File: src/rtl/core/assert_macros.svh
// ---------------------------------------------------------------------------
// Assertion macros
// Clocked property checks shared by the governor modules. They compile to
// nothing when SYNTHESIS is defined.
// ---------------------------------------------------------------------------
`ifndef ASSERT_MACROS_SVH
`define ASSERT_MACROS_SVH

`ifndef SYNTHESIS

// Property must hold at every rising edge outside reset.
`define ASSERT_PROP(lbl, clk, rst, prop, msg) \
  lbl: assert property (@(posedge clk) disable iff (rst) (prop)) else $error(msg);

// Expression must never be true at a rising edge outside reset.
`define ASSERT_NEVER(lbl, clk, rst, expr, msg) \
  lbl: assert property (@(posedge clk) disable iff (rst) !(expr)) else $error(msg);

`else

`define ASSERT_PROP(lbl, clk, rst, prop, msg)
`define ASSERT_NEVER(lbl, clk, rst, expr, msg)

`endif

`endif

File: src/rtl/core/ftqg_pkg.sv
// ---------------------------------------------------------------------------
// ftqg_pkg
// Shared widths, constants, sequencer states and control structs for the
// frame time quality governor.
// ---------------------------------------------------------------------------
`timescale 1ns / 1ps

package ftqg_pkg;

  // Serial divider geometry: three quotient bits are resolved per cycle.
  localparam int DIG   = 3;
  localparam int DVD_W = 66;  // widest dividend: ticks * 1000 * 2^16
  localparam int DVS_W = 40;  // widest divisor: tick frequency
  localparam int Q_W   = 32;  // quotient bits kept, higher bits flag overflow

  // Divider passes, in digits. Each dividend length is a multiple of DIG.
  localparam int MS_STEPS  = DVD_W / DIG;  // 66-bit ms conversion
  localparam int AVG_STEPS = 36 / DIG;     // 36-bit smoothing sum
  localparam int BUD_STEPS = 42 / DIG;     // 42-bit budget product
  localparam int CNT_W     = $clog2(MS_STEPS);

  // Field widths.
  localparam int TICK_W = 40;
  localparam int NS_W   = 32;
  localparam int MS_W   = 32;
  localparam int BUD_W  = 24;
  localparam int QUAL_W = 10;
  localparam int DROP_W = 32;
  localparam int FPS_W  = 10;
  localparam int SUM_W  = 36;
  localparam int PROD_W = 42;

  // Configuration port.
  localparam int CFG_ADDR_W = 4;
  localparam int CFG_DATA_W = 40;
  localparam logic [CFG_ADDR_W-1:0] REG_TARGET_FPS = CFG_ADDR_W'(0);
  localparam logic [CFG_ADDR_W-1:0] REG_TICK_FREQ  = CFG_ADDR_W'(1);

  localparam logic [FPS_W-1:0]  FPS_RESET  = FPS_W'(60);
  localparam logic [DVS_W-1:0]  FREQ_RESET = DVS_W'(1000000000);

  // Constant divisors.
  localparam logic [DVS_W-1:0] DVS_NS_PER_MS = DVS_W'(1000000);
  localparam logic [DVS_W-1:0] DVS_TEN       = DVS_W'(10);
  localparam logic [DVS_W-1:0] DVS_KILO      = DVS_W'(1000);

  // Governor thresholds on P = avg_gpu * target_fps.
  // Over budget: 20P > 19 * 65536000, i.e. P > 62259200.
  // Under budget: 4P < 3 * 65536000, i.e. P < 49152000.
  localparam logic [PROD_W-1:0] P_OVER  = PROD_W'(62259200);
  localparam logic [PROD_W-1:0] P_UNDER = PROD_W'(49152000);

  localparam logic [QUAL_W-1:0] Q_MIN = QUAL_W'(500);
  localparam logic [QUAL_W-1:0] Q_MAX = QUAL_W'(1000);
  localparam logic [QUAL_W-1:0] Q_DROP_FLOOR = QUAL_W'(502);

  // Stream payload widths.
  localparam int S_DATA_W = 72;
  localparam int S_USER_W = 2;
  localparam int M_DATA_W = 168;

  typedef enum logic [2:0] {
    ST_IDLE,
    ST_DIV_MS,
    ST_PICK,
    ST_AVG_DIV,
    ST_AVG_WR,
    ST_MUL,
    ST_BUD_DIV,
    ST_RESULT
  } ftqg_state_t;

  // Sequencer commands to the datapath.
  typedef struct packed {
    logic take;    // input side ready
    logic ld_ms;   // load dividers for the ms conversions
    logic ld_avg;  // load dividers for the smoothing divides
    logic ld_bud;  // form the product and load the budget divide
    logic step;    // advance the dividers by one digit
    logic pick;    // ms quotients are final
    logic avg_wr;  // smoothing quotients are final
    logic fin;     // commit governor state and the result
  } ftqg_ctl_t;

  // Datapath status to the sequencer.
  typedef struct packed {
    logic in_valid;
    logic use_smp;
    logic seeded;
    logic out_free;
  } ftqg_sts_t;

endpackage

File: src/rtl/core/ftqg_sdiv.sv
// ---------------------------------------------------------------------------
// ftqg_sdiv
// Serial restoring divider. The dividend shifts out MSB first, DIG bits per
// step; quotient bits above Q_W are folded into a sticky overflow flag.
// ---------------------------------------------------------------------------
`timescale 1ns / 1ps

module ftqg_sdiv (
  input  logic                      clk,
  input  logic                      load,
  input  logic                      step,
  input  logic [ftqg_pkg::DVD_W-1:0] dvd_in,
  input  logic [ftqg_pkg::DVS_W-1:0] dvs_in,
  output logic [ftqg_pkg::Q_W-1:0]   quo,
  output logic                      ovf
);
  import ftqg_pkg::*;

  logic [DVD_W-1:0] dvd;
  logic [DVD_W-1:0] dvd_next;
  logic [DVS_W-1:0] dvs;
  logic [DVS_W-1:0] rem;
  logic [DVS_W-1:0] rem_next;
  logic [Q_W-1:0]   quo_r;
  logic [Q_W-1:0]   quo_next;
  logic             ovf_r;
  logic             ovf_next;
  logic [DVS_W:0]   trial;

  // One digit: DIG dependent shift-compare-subtract steps.
  always_comb begin
    rem_next = rem;
    dvd_next = dvd;
    quo_next = quo_r;
    ovf_next = ovf_r;
    trial    = '0;
    for (int j = 0; j < DIG; j++) begin
      trial    = {rem_next, dvd_next[DVD_W-1]};
      dvd_next = {dvd_next[DVD_W-2:0], 1'b0};
      ovf_next = ovf_next | quo_next[Q_W-1];
      if (trial >= {1'b0, dvs}) begin
        rem_next = DVS_W'(trial - {1'b0, dvs});
        quo_next = {quo_next[Q_W-2:0], 1'b1};
      end else begin
        rem_next = trial[DVS_W-1:0];
        quo_next = {quo_next[Q_W-2:0], 1'b0};
      end
    end
  end

  // Operand and partial result registers.
  always_ff @(posedge clk) begin
    if (load) begin
      dvd   <= dvd_in;
      dvs   <= dvs_in;
      rem   <= '0;
      quo_r <= '0;
      ovf_r <= 1'b0;
    end else if (step) begin
      dvd   <= dvd_next;
      rem   <= rem_next;
      quo_r <= quo_next;
      ovf_r <= ovf_next;
    end
  end

  assign quo = quo_r;
  assign ovf = ovf_r;

endmodule

File: src/rtl/core/ftqg_ctrl.sv
// ---------------------------------------------------------------------------
// ftqg_ctrl
// Sequencer for one frame: ms conversion, optional smoothing, product,
// budget divide and result hand-off, with the shared digit counter.
// ---------------------------------------------------------------------------
`timescale 1ns / 1ps
`include "assert_macros.svh"

module ftqg_ctrl (
  input  logic                clk,
  input  logic                rst,
  input  ftqg_pkg::ftqg_sts_t sts,
  output ftqg_pkg::ftqg_ctl_t ctl
);
  import ftqg_pkg::*;

  localparam logic [CNT_W-1:0] MS_LAST  = CNT_W'(MS_STEPS - 1);
  localparam logic [CNT_W-1:0] AVG_LAST = CNT_W'(AVG_STEPS - 1);
  localparam logic [CNT_W-1:0] BUD_LAST = CNT_W'(BUD_STEPS - 1);

  ftqg_state_t      state;
  ftqg_state_t      state_next;
  logic [CNT_W-1:0] cnt;
  logic             last;

  // Last digit of the current divider pass.
  always_comb begin
    case (state)
      ST_DIV_MS:  last = (cnt == MS_LAST);
      ST_AVG_DIV: last = (cnt == AVG_LAST);
      ST_BUD_DIV: last = (cnt == BUD_LAST);
      default:    last = 1'b0;
    endcase
  end

  // Next state.
  always_comb begin
    state_next = state;
    case (state)
      ST_IDLE:    if (sts.in_valid) state_next = ST_DIV_MS;
      ST_DIV_MS:  if (last) state_next = ST_PICK;
      ST_PICK: begin
        if (sts.use_smp && sts.seeded) state_next = ST_AVG_DIV;
        else state_next = ST_MUL;
      end
      ST_AVG_DIV: if (last) state_next = ST_AVG_WR;
      ST_AVG_WR:  state_next = ST_MUL;
      ST_MUL:     state_next = ST_BUD_DIV;
      ST_BUD_DIV: if (last) state_next = ST_RESULT;
      ST_RESULT:  if (sts.out_free) state_next = ST_IDLE;
      default:    state_next = ST_IDLE;
    endcase
  end

  // Commands for the current state.
  always_comb begin
    ctl = '0;
    case (state)
      ST_IDLE: begin
        ctl.take  = 1'b1;
        ctl.ld_ms = sts.in_valid;
      end
      ST_DIV_MS:  ctl.step = 1'b1;
      ST_PICK: begin
        ctl.pick   = 1'b1;
        ctl.ld_avg = sts.use_smp && sts.seeded;
      end
      ST_AVG_DIV: ctl.step   = 1'b1;
      ST_AVG_WR:  ctl.avg_wr = 1'b1;
      ST_MUL:     ctl.ld_bud = 1'b1;
      ST_BUD_DIV: ctl.step   = 1'b1;
      ST_RESULT:  ctl.fin    = sts.out_free;
      default:    ctl = '0;
    endcase
  end

  // State and digit counter; the counter restarts on every state change.
  always_ff @(posedge clk) begin
    if (rst) begin
      state <= ST_IDLE;
      cnt   <= '0;
    end else begin
      state <= state_next;
      if (state_next != state) cnt <= '0;
      else if (ctl.step) cnt <= cnt + CNT_W'(1);
    end
  end

  `ASSERT_NEVER(a_one_cmd, clk, rst, !$onehot0({ctl.ld_ms, ctl.ld_avg, ctl.ld_bud, ctl.step}), "divider commands overlap")
  `ASSERT_PROP(a_fin_idle, clk, rst, ctl.fin |=> ctl.take, "sequencer did not return to idle after commit")
  `ASSERT_NEVER(a_cnt_range, clk, rst, cnt > MS_LAST, "digit counter ran past the longest pass")

endmodule

File: src/rtl/core/frame_time_quality_governor_core.sv
// ---------------------------------------------------------------------------
// frame_time_quality_governor_core
// Per-frame GPU/CPU time smoothing and dynamic quality governor built on
// two serial radix-8 dividers.
// ---------------------------------------------------------------------------
//   channel   group                        fields (low bit first)
//   input     s_tvalid/s_tready/tdata/tuser gpu_ticks, cpu_elapsed_ns |
//                                           sample_ready, disjoint_flag
//   output    m_tvalid/m_tready/m_tdata    gpu_ms_smoothed .. drop_count
//   config    cfg_valid/cfg_ready          cfg_addr, cfg_data
//
// Each frame runs the dividers for 22 digits of ms conversion, 12 digits of
// smoothing and 14 digits of budget divide, at three quotient bits per cycle.
// The smoothing pass runs only when the averages are smoothed; it is skipped
// when the sample is unused or seeds them. The result sits in an output
// register, so a new frame is taken while the result waits; a stalled output
// holds the sequencer at its last step. Reset is synchronous and needs no
// clearing pass.
// ---------------------------------------------------------------------------
`timescale 1ns / 1ps
`include "assert_macros.svh"

module frame_time_quality_governor_core (
  input  logic                           clk,
  input  logic                           rst,
  // Frame request in.
  input  logic                           s_tvalid,
  output logic                           s_tready,
  // [39:0] gpu_ticks, [71:40] cpu_elapsed_ns
  input  logic [ftqg_pkg::S_DATA_W-1:0]   s_tdata,
  // [0] sample_ready, [1] disjoint_flag
  input  logic [ftqg_pkg::S_USER_W-1:0]   s_tuser,
  // Result request out.
  output logic                           m_tvalid,
  input  logic                           m_tready,
  // [31:0] gpu_ms_smoothed, [63:32] cpu_ms_smoothed, [95:64] present_ms,
  // [119:96] budget_ratio, [129:120] quality_permille, [161:130] drop_count,
  // [167:162] zero
  output logic [ftqg_pkg::M_DATA_W-1:0]   m_tdata,
  // Register writes.
  input  logic                           cfg_valid,
  output logic                           cfg_ready,
  input  logic [ftqg_pkg::CFG_ADDR_W-1:0] cfg_addr,
  input  logic [ftqg_pkg::CFG_DATA_W-1:0] cfg_data
);
  import ftqg_pkg::*;

  ftqg_ctl_t ctl;
  ftqg_sts_t sts;

  // Configuration registers.
  logic [FPS_W-1:0] fps;
  logic [DVS_W-1:0] freq;

  // Governor state.
  logic [MS_W-1:0]   avg_gpu;
  logic [MS_W-1:0]   avg_cpu;
  logic              seeded;
  logic [QUAL_W-1:0] quality;
  logic [DROP_W-1:0] drops;
  logic              use_smp;

  // Per-frame working values.
  logic [MS_W-1:0]   present;
  logic [PROD_W-1:0] prod;

  // Divider wiring.
  logic             ld0;
  logic             ld1;
  logic [DVD_W-1:0] dvd0;
  logic [DVD_W-1:0] dvd1;
  logic [DVS_W-1:0] dvs0;
  logic [DVS_W-1:0] dvs1;
  logic [Q_W-1:0]   quo0;
  logic [Q_W-1:0]   quo1;
  logic             ovf0;
  logic             ovf1;

  // Combinational helpers.
  logic [TICK_W-1:0] gpu_ticks;
  logic [NS_W-1:0]   cpu_ns;
  logic [49:0]       ticks_k;
  logic [MS_W-1:0]   gpu_ms;
  logic [MS_W-1:0]   cpu_ms;
  logic [SUM_W-1:0]  sum_gpu;
  logic [SUM_W-1:0]  sum_cpu;
  logic [PROD_W-1:0] prod_c;
  logic [BUD_W-1:0]  budget;
  logic              over;
  logic              under;
  logic [QUAL_W-1:0] quality_next;
  logic [DROP_W-1:0] drops_next;

  // Output register.
  logic [MS_W-1:0]   o_gpu;
  logic [MS_W-1:0]   o_cpu;
  logic [MS_W-1:0]   o_present;
  logic [BUD_W-1:0]  o_budget;
  logic [QUAL_W-1:0] o_quality;
  logic [DROP_W-1:0] o_drops;

  ftqg_ctrl u_ctrl (
    .clk (clk),
    .rst (rst),
    .sts (sts),
    .ctl (ctl)
  );

  assign sts.in_valid = s_tvalid;
  assign sts.use_smp  = use_smp;
  assign sts.seeded   = seeded;
  assign sts.out_free = !m_tvalid || m_tready;

  assign s_tready  = ctl.take;
  assign cfg_ready = 1'b1;

  assign gpu_ticks = s_tdata[TICK_W-1:0];
  assign cpu_ns    = s_tdata[TICK_W +: NS_W];

  // ticks * 1000 as 1024 - 16 - 8.
  assign ticks_k = {gpu_ticks, 10'b0} - {6'b0, gpu_ticks, 4'b0} - {7'b0, gpu_ticks, 3'b0};

  // Saturated GPU and CPU ms from the first pass.
  assign gpu_ms = ovf0 ? '1 : quo0;
  assign cpu_ms = ovf1 ? '1 : quo1;

  // 9 * avg + x + 5 for the rounded smoothing divide.
  assign sum_gpu = {1'b0, avg_gpu, 3'b0} + {4'b0, avg_gpu} + {4'b0, gpu_ms} + SUM_W'(5);
  assign sum_cpu = {1'b0, avg_cpu, 3'b0} + {4'b0, avg_cpu} + {4'b0, cpu_ms} + SUM_W'(5);

  assign prod_c = PROD_W'(avg_gpu) * PROD_W'(fps);

  // Divider operand selection per pass.
  assign ld0 = ctl.ld_ms || ctl.ld_avg || ctl.ld_bud;
  assign ld1 = ctl.ld_ms || ctl.ld_avg;

  always_comb begin
    if (ctl.ld_ms) begin
      dvd0 = {ticks_k, 16'b0};
      dvs0 = freq;
      dvd1 = {18'b0, cpu_ns, 16'b0};
      dvs1 = DVS_NS_PER_MS;
    end else if (ctl.ld_avg) begin
      dvd0 = {sum_gpu, 30'b0};
      dvs0 = DVS_TEN;
      dvd1 = {sum_cpu, 30'b0};
      dvs1 = DVS_TEN;
    end else begin
      dvd0 = {prod_c, 24'b0};
      dvs0 = DVS_KILO;
      dvd1 = '0;
      dvs1 = DVS_TEN;
    end
  end

  ftqg_sdiv u_div0 (
    .clk    (clk),
    .load   (ld0),
    .step   (ctl.step),
    .dvd_in (dvd0),
    .dvs_in (dvs0),
    .quo    (quo0),
    .ovf    (ovf0)
  );

  ftqg_sdiv u_div1 (
    .clk    (clk),
    .load   (ld1),
    .step   (ctl.step),
    .dvd_in (dvd1),
    .dvs_in (dvs1),
    .quo    (quo1),
    .ovf    (ovf1)
  );

  // Budget saturation and governor decision.
  assign budget = (|quo0[Q_W-1:BUD_W]) ? '1 : quo0[BUD_W-1:0];
  assign over   = prod > P_OVER;
  assign under  = prod < P_UNDER;

  always_comb begin
    quality_next = quality;
    drops_next   = drops;
    if (over) begin
      quality_next = (quality < Q_DROP_FLOOR) ? Q_MIN : quality - QUAL_W'(2);
      drops_next   = drops + DROP_W'(1);
    end else if (under) begin
      quality_next = (quality >= Q_MAX) ? Q_MAX : quality + QUAL_W'(1);
    end
  end

  // Configuration writes.
  always_ff @(posedge clk) begin
    if (rst) begin
      fps  <= FPS_RESET;
      freq <= FREQ_RESET;
    end else if (cfg_valid) begin
      case (cfg_addr)
        REG_TARGET_FPS: fps  <= cfg_data[FPS_W-1:0];
        REG_TICK_FREQ:  freq <= cfg_data[DVS_W-1:0];
        default:        ;
      endcase
    end
  end

  // Governor state updates.
  always_ff @(posedge clk) begin
    if (rst) begin
      avg_gpu <= '0;
      avg_cpu <= '0;
      seeded  <= 1'b0;
      quality <= Q_MAX;
      drops   <= '0;
      use_smp <= 1'b0;
    end else begin
      if (ctl.ld_ms) use_smp <= s_tuser[0] && !s_tuser[1] && (freq != '0);
      if (ctl.pick && use_smp && !seeded) begin
        avg_gpu <= gpu_ms;
        avg_cpu <= cpu_ms;
        seeded  <= 1'b1;
      end
      if (ctl.avg_wr) begin
        avg_gpu <= quo0;
        avg_cpu <= quo1;
      end
      if (ctl.fin) begin
        quality <= quality_next;
        drops   <= drops_next;
      end
    end
  end

  // Per-frame payload registers.
  always_ff @(posedge clk) begin
    if (ctl.pick) present <= cpu_ms;
    if (ctl.ld_bud) prod <= prod_c;
    if (ctl.fin) begin
      o_gpu     <= avg_gpu;
      o_cpu     <= avg_cpu;
      o_present <= present;
      o_budget  <= budget;
      o_quality <= quality_next;
      o_drops   <= drops_next;
    end
  end

  // Output valid.
  always_ff @(posedge clk) begin
    if (rst) m_tvalid <= 1'b0;
    else if (ctl.fin) m_tvalid <= 1'b1;
    else if (m_tready) m_tvalid <= 1'b0;
  end

  assign m_tdata = {6'b0, o_drops, o_quality, o_budget, o_present, o_cpu, o_gpu};

  `ASSERT_PROP(a_qual_range, clk, rst, (quality >= Q_MIN) && (quality <= Q_MAX), "quality out of range")
  `ASSERT_PROP(a_seed_sticky, clk, rst, seeded |=> seeded, "seed flag fell")
  `ASSERT_PROP(a_fin_valid, clk, rst, ctl.fin |=> m_tvalid, "committed result not presented")

endmodule
File: config.mk
export PLATFORM = sky130hd
export DESIGN_NAME = frame_time_quality_governor_core
export DESIGN_NICKNAME = d
export VERILOG_FILES = /design/src/rtl/core/ftqg_pkg.sv /design/src/rtl/core/ftqg_sdiv.sv /design/src/rtl/core/ftqg_ctrl.sv /design/src/rtl/core/frame_time_quality_governor_core.sv
export VERILOG_INCLUDE_DIRS = /design/src /design/src/rtl/core
export SDC_FILE = /design/constraint.sdc
export NUM_CORES = 2
export LEC_CHECK = 0
export ABC_AREA = 1
export BUFFER_PORTS_ARGS = -buffer_cell sky130_fd_sc_hd__buf_2
export CAP_MARGIN = 20
export CORE_MARGIN = 2
export CORE_UTILIZATION = 35
export CTS_CLUSTER_SIZE = 14
export DETAILED_ROUTE_END_ITERATION = 16
export GPL_TIMING_DRIVEN = 1
export PLACE_DENSITY = 0.5
export SETUP_SLACK_MARGIN = 0.05
export SKIP_LAST_GASP = 1
export SYNTH_ARGS = -nofsm -noshare
export SYNTH_HDL_FRONTEND = slang
export SYNTH_SLANG_ARGS = --single-unit
File: constraint.sdc
create_clock -name clk -period 12.3 [get_ports clk]
set_input_delay 1.23 -clock clk [delete_from_list [all_inputs] [get_ports clk]]
set_output_delay 1.23 -clock clk [all_outputs]
set_load 0.02 [all_outputs]
==> out/summary.txt <==
# fillers - 17600
post-CTS repair timing setup buffer count - 0
count of unresolved DRC violations after routing - 0
setup clock skew after layout - 0.0323 ns
placed cell areas - 62400 um2
max-capacitance violation count - 0
per-cell routed wire length - 21.6 um
most used flip-flop cell after synthesis - edfxtp_1
cell family with the largest share of critical-path delay - compound AO/OA/AOI/OAI gates
final estimated routing congestion in global placement - 0.974
area of combinational cells with multiple inputs - 34900 um2
antenna violations before repair - 19
DR vias - 53900
combinational cell fraction of total power - 0.653
shortest clock period the worst path allows after layout - 11.28 ns
level count of the clock H-tree - 3
IR drop worst, VDD - 0.000359 V
Overall Global Routing Usage - 0.259
proportion of power drawn by flip-flops and latches - 0.182
RSZ-0062 raised after global routing - no
number of max-slew violations in the final report - 0
area growth from synthesis to layout - 11.1%
die outline width - 413 um
worst rel slew slack - 0.183
Chip Height - 413 um
hold path cells - 0
arrival time of data at the critical path endpoint - 11.91 ns
result of the run - completed
Synth Area per Inst - 7.40 um2
TritonCTS clock tree - yes
total clock buffers created by CTS - 87
flip-flop and latch count after synthesis - 688
aggregate negative setup slack - 0 ns
transition time at the pin with the least slew margin - 1.21 ns
critical path fanouts, max - 20
endpoint of the lowest-slack register-to-register path - u_div0.rem[38]
crit end category - flip-flop
Hold Path End - o_present[4]
library cell appearing most often on the critical path - nand2_1
# port buffers - 286
max frequency - 0.0887 GHz
global-route wire length before repair - 334000 um
total leakage power - 31.7 nW
clock-pin slew reported for the worst setup and hold paths after clock tree synthesis - 0.06 ns
Critical Path Start Type - flip-flop
number of synthesis warnings - 0
number of cell instances on the worst register-to-register path - 53
maximum number of pins on one net before global-route repair - 103
Final #Nets - 8920
Detailed Route WL - 224000 um
sum of net half-perimeters after detailed placement - 180000 um
clock share of power - 0.166
layout cells sized above 1 - 0.0794
hold crit path type - flip-flop to flip-flop
number of endpoints failing setup at the final stage - 0
Post-Synthesis Cells - 7926
cell type of the slowest stage on the worst timing path - o21ai_0
proportion of total power due to net switching - 0.544
final std cell area, no fill - 65200 um2
global-route congestion overflow total - 0
vias per std cell - 5.18
Core ar. - 167000 um2
Cell Pwr Density - 238 nW/um2
register area - 17500 um2
WP data required - 12.93 ns
Starting Density - 0.352
CP Class - flip-flop to flip-flop
number of enable-type register cells in the synthesized netlist - 375
number of clock sinks seen by CTS - 688
I/O pin count - 294
final worst-path cycle share - 0.917
buffer cell driving the clock tree root - clkbuf_16
power dissipated by switching net loads - 8.44 mW
starting DRC count in detailed routing - 4571
count of distinct cell types in the synthesized netlist - 70
source-to-sink clock delay at the later pin of the worst-skew pair - 0.70 ns
number of search-and-repair iterations in the first detailed-routing pass - 6
minimum setup slack among reg-to-reg paths - 1.02 ns
Row Count - 150
number of nets with antenna violations after routing - 0
worst reg2reg path startpoint - u_div0.dvs[26]
buffers from clock root to sink, at most - 3
hold-fix buffers at CTS - 0
end-of-flow core utilization - 0.391
via count of the first global-routing pass - 52100
area enclosed by the die boundary - 171000 um2
post-synthesis cell area - 58700 um2
Final Hold Viols - 0
design internal power - 7.07 mW
share of flip-flops with an asynchronous set or reset after synthesis - 0
part of the Yosys area used for sequential elements - 0.299
power after layout - 15.5 mW
CP Buf/Inv Count - 3
highest cell delay on the worst timing path - 0.49 ns
origin of the worst min-delay path - present[4]
[flip-flops by register name, indices dropped and copies added, names as in the netlist, 40 cells and up]
signal / count
freq: 40
u_div0.dvd: 47
u_div0.rem: 40
u_div1.rem: 40
u_div0.dvs: 40
prod: 42
u_div1.dvd: 50
[power groups by stage]
stage	clock [mW]	sequential, mW	combinational [mW]
CTS	2.63	2.81	9.93
detailed placement	0	2.85	9.87
floorplan	0	2.77	6.73
global placement	0	2.85	9.97
global route	2.71	2.83	11.1
finish	2.57	2.82	10.1
[layout by cell type (no fill, tap or decap), types with 162 or more instances in the layout]
master | netlist | final
o21ai_0 | 432 | 429
inv_1 | 1362 | 1359
nand2_1 | 1803 | 1801
a21oi_1 | 606 | 606
buf_2 | 5 | 285
dfxtp_1 | 313 | 311
ha_1 | 354 | 354
nand3_1 | 313 | 312
edfxtp_1 | 375 | 375
nor2_1 | 721 | 712
xor2_1 | 162 | 162
fa_1 | 334 | 334
[through the flow]
stage | hold WS (ns) | worst slack [ns] | cells
after CTS | 0.404 | 0.932 | 10400
after floorplan | 0.400 | 0.445 | 7931
after global placement | 0.407 | 1.12 | 10200
after detailed placement | 0.405 | 1.01 | 10200
after global routing | 0.420 | 0.0627 | 10400
final | 0.403 | 1.02 | 10400
[cell type report]
class,count,area share
timing repair buffer,349,0.0295
clock inverter,35,0.00551
sequential,688,0.269
inverter,1393,0.0805
multi-input combinational,5590,0.536
antenna,2,0.0000767
clock buffer,128,0.0378
tap,2204,0.0423
[worst max-delay path by stage]
| stage | from | to | slack [ns] | cells past startpoint |
|---|---|---|---|---|
| 3_3_place_gp | u_div0.dvs[27] | u_div0.rem[38] | 1.12 | 53 |
| 2_1_floorplan | m_tready | quality[3] | 0.44 | 9 |
| 3_5_place_dp | u_div0.dvs[1] | u_div0.rem[38] | 1.01 | 53 |
| 6_report | u_div0.dvs[26] | u_div0.rem[38] | 1.02 | 53 |
| 4_1_cts | u_div0.dvs[26] | u_div0.rem[38] | 0.93 | 53 |
| 5_1_grt | u_div0.dvs[26] | u_div0.rem[38] | 0.06 | 53 |
[cell families (layout without fill, tap and decap cells)]
kind of cell             after synthesis  count (layout)  synth area share
AND/OR/NAND/NOR                     3207            3207             0.228
flip-flops                           688             688             0.299
adder cells (fa/ha/maj)              688             688             0.189
buffers and inverters               1653            1905             0.108
XOR/XNOR                             242             242            0.0361
AO/OA/AOI/OAI                       1446            1446             0.140
other                                  2               9          0.000128
[what timing repair did]
action	in CTS	in global routing
endpoints found under the setup margin	0	3
hold endpoints to repair	0	0
gates resized for setup	0	2
[synth_stat cells, drive strengths merged, types with 17 or more instances]
library cell     n  area share
dfxtp          313        0.11
o22ai           41      0.0044
nand3          328       0.030
a21oi          609       0.052
xnor2           80       0.012
o211ai          27      0.0035
fa             334        0.11
o21ai          445       0.038
a211oi          70      0.0090
or2             17      0.0018
edfxtp         375        0.19
nor4            39      0.0042
nor2           759       0.051
ha             354       0.075
buf             35      0.0043
nand4           71      0.0076
inv           1385       0.089
xor2           162       0.024
a21boi          43      0.0056
o21a            31      0.0040
nor3           120       0.010
nand2         1850        0.12
a31oi           65      0.0069
clkbuf         225       0.014
[worst reg2reg max path: cells and delay by family, from the launching register on]
family                   cells  cell delay, ns
AO/OA/AOI/OAI               20            4.85
flip-flops                   1            0.33
buffers and inverters        3            1.00
AND/OR/NAND/NOR             27            4.15
adder cells (fa/ha/maj)      3            0.89
[metal layers]
metal	vias to the layer above	part of all wire	track usage
met4	2	0.028	0.0705
met3	241	0.056	0.0317
met1	26100	0.47	0.371
met2	1563	0.45	0.409
li1	26000	-	-
met5	-	0.000058	0
(Power assumes the default switching activity.)
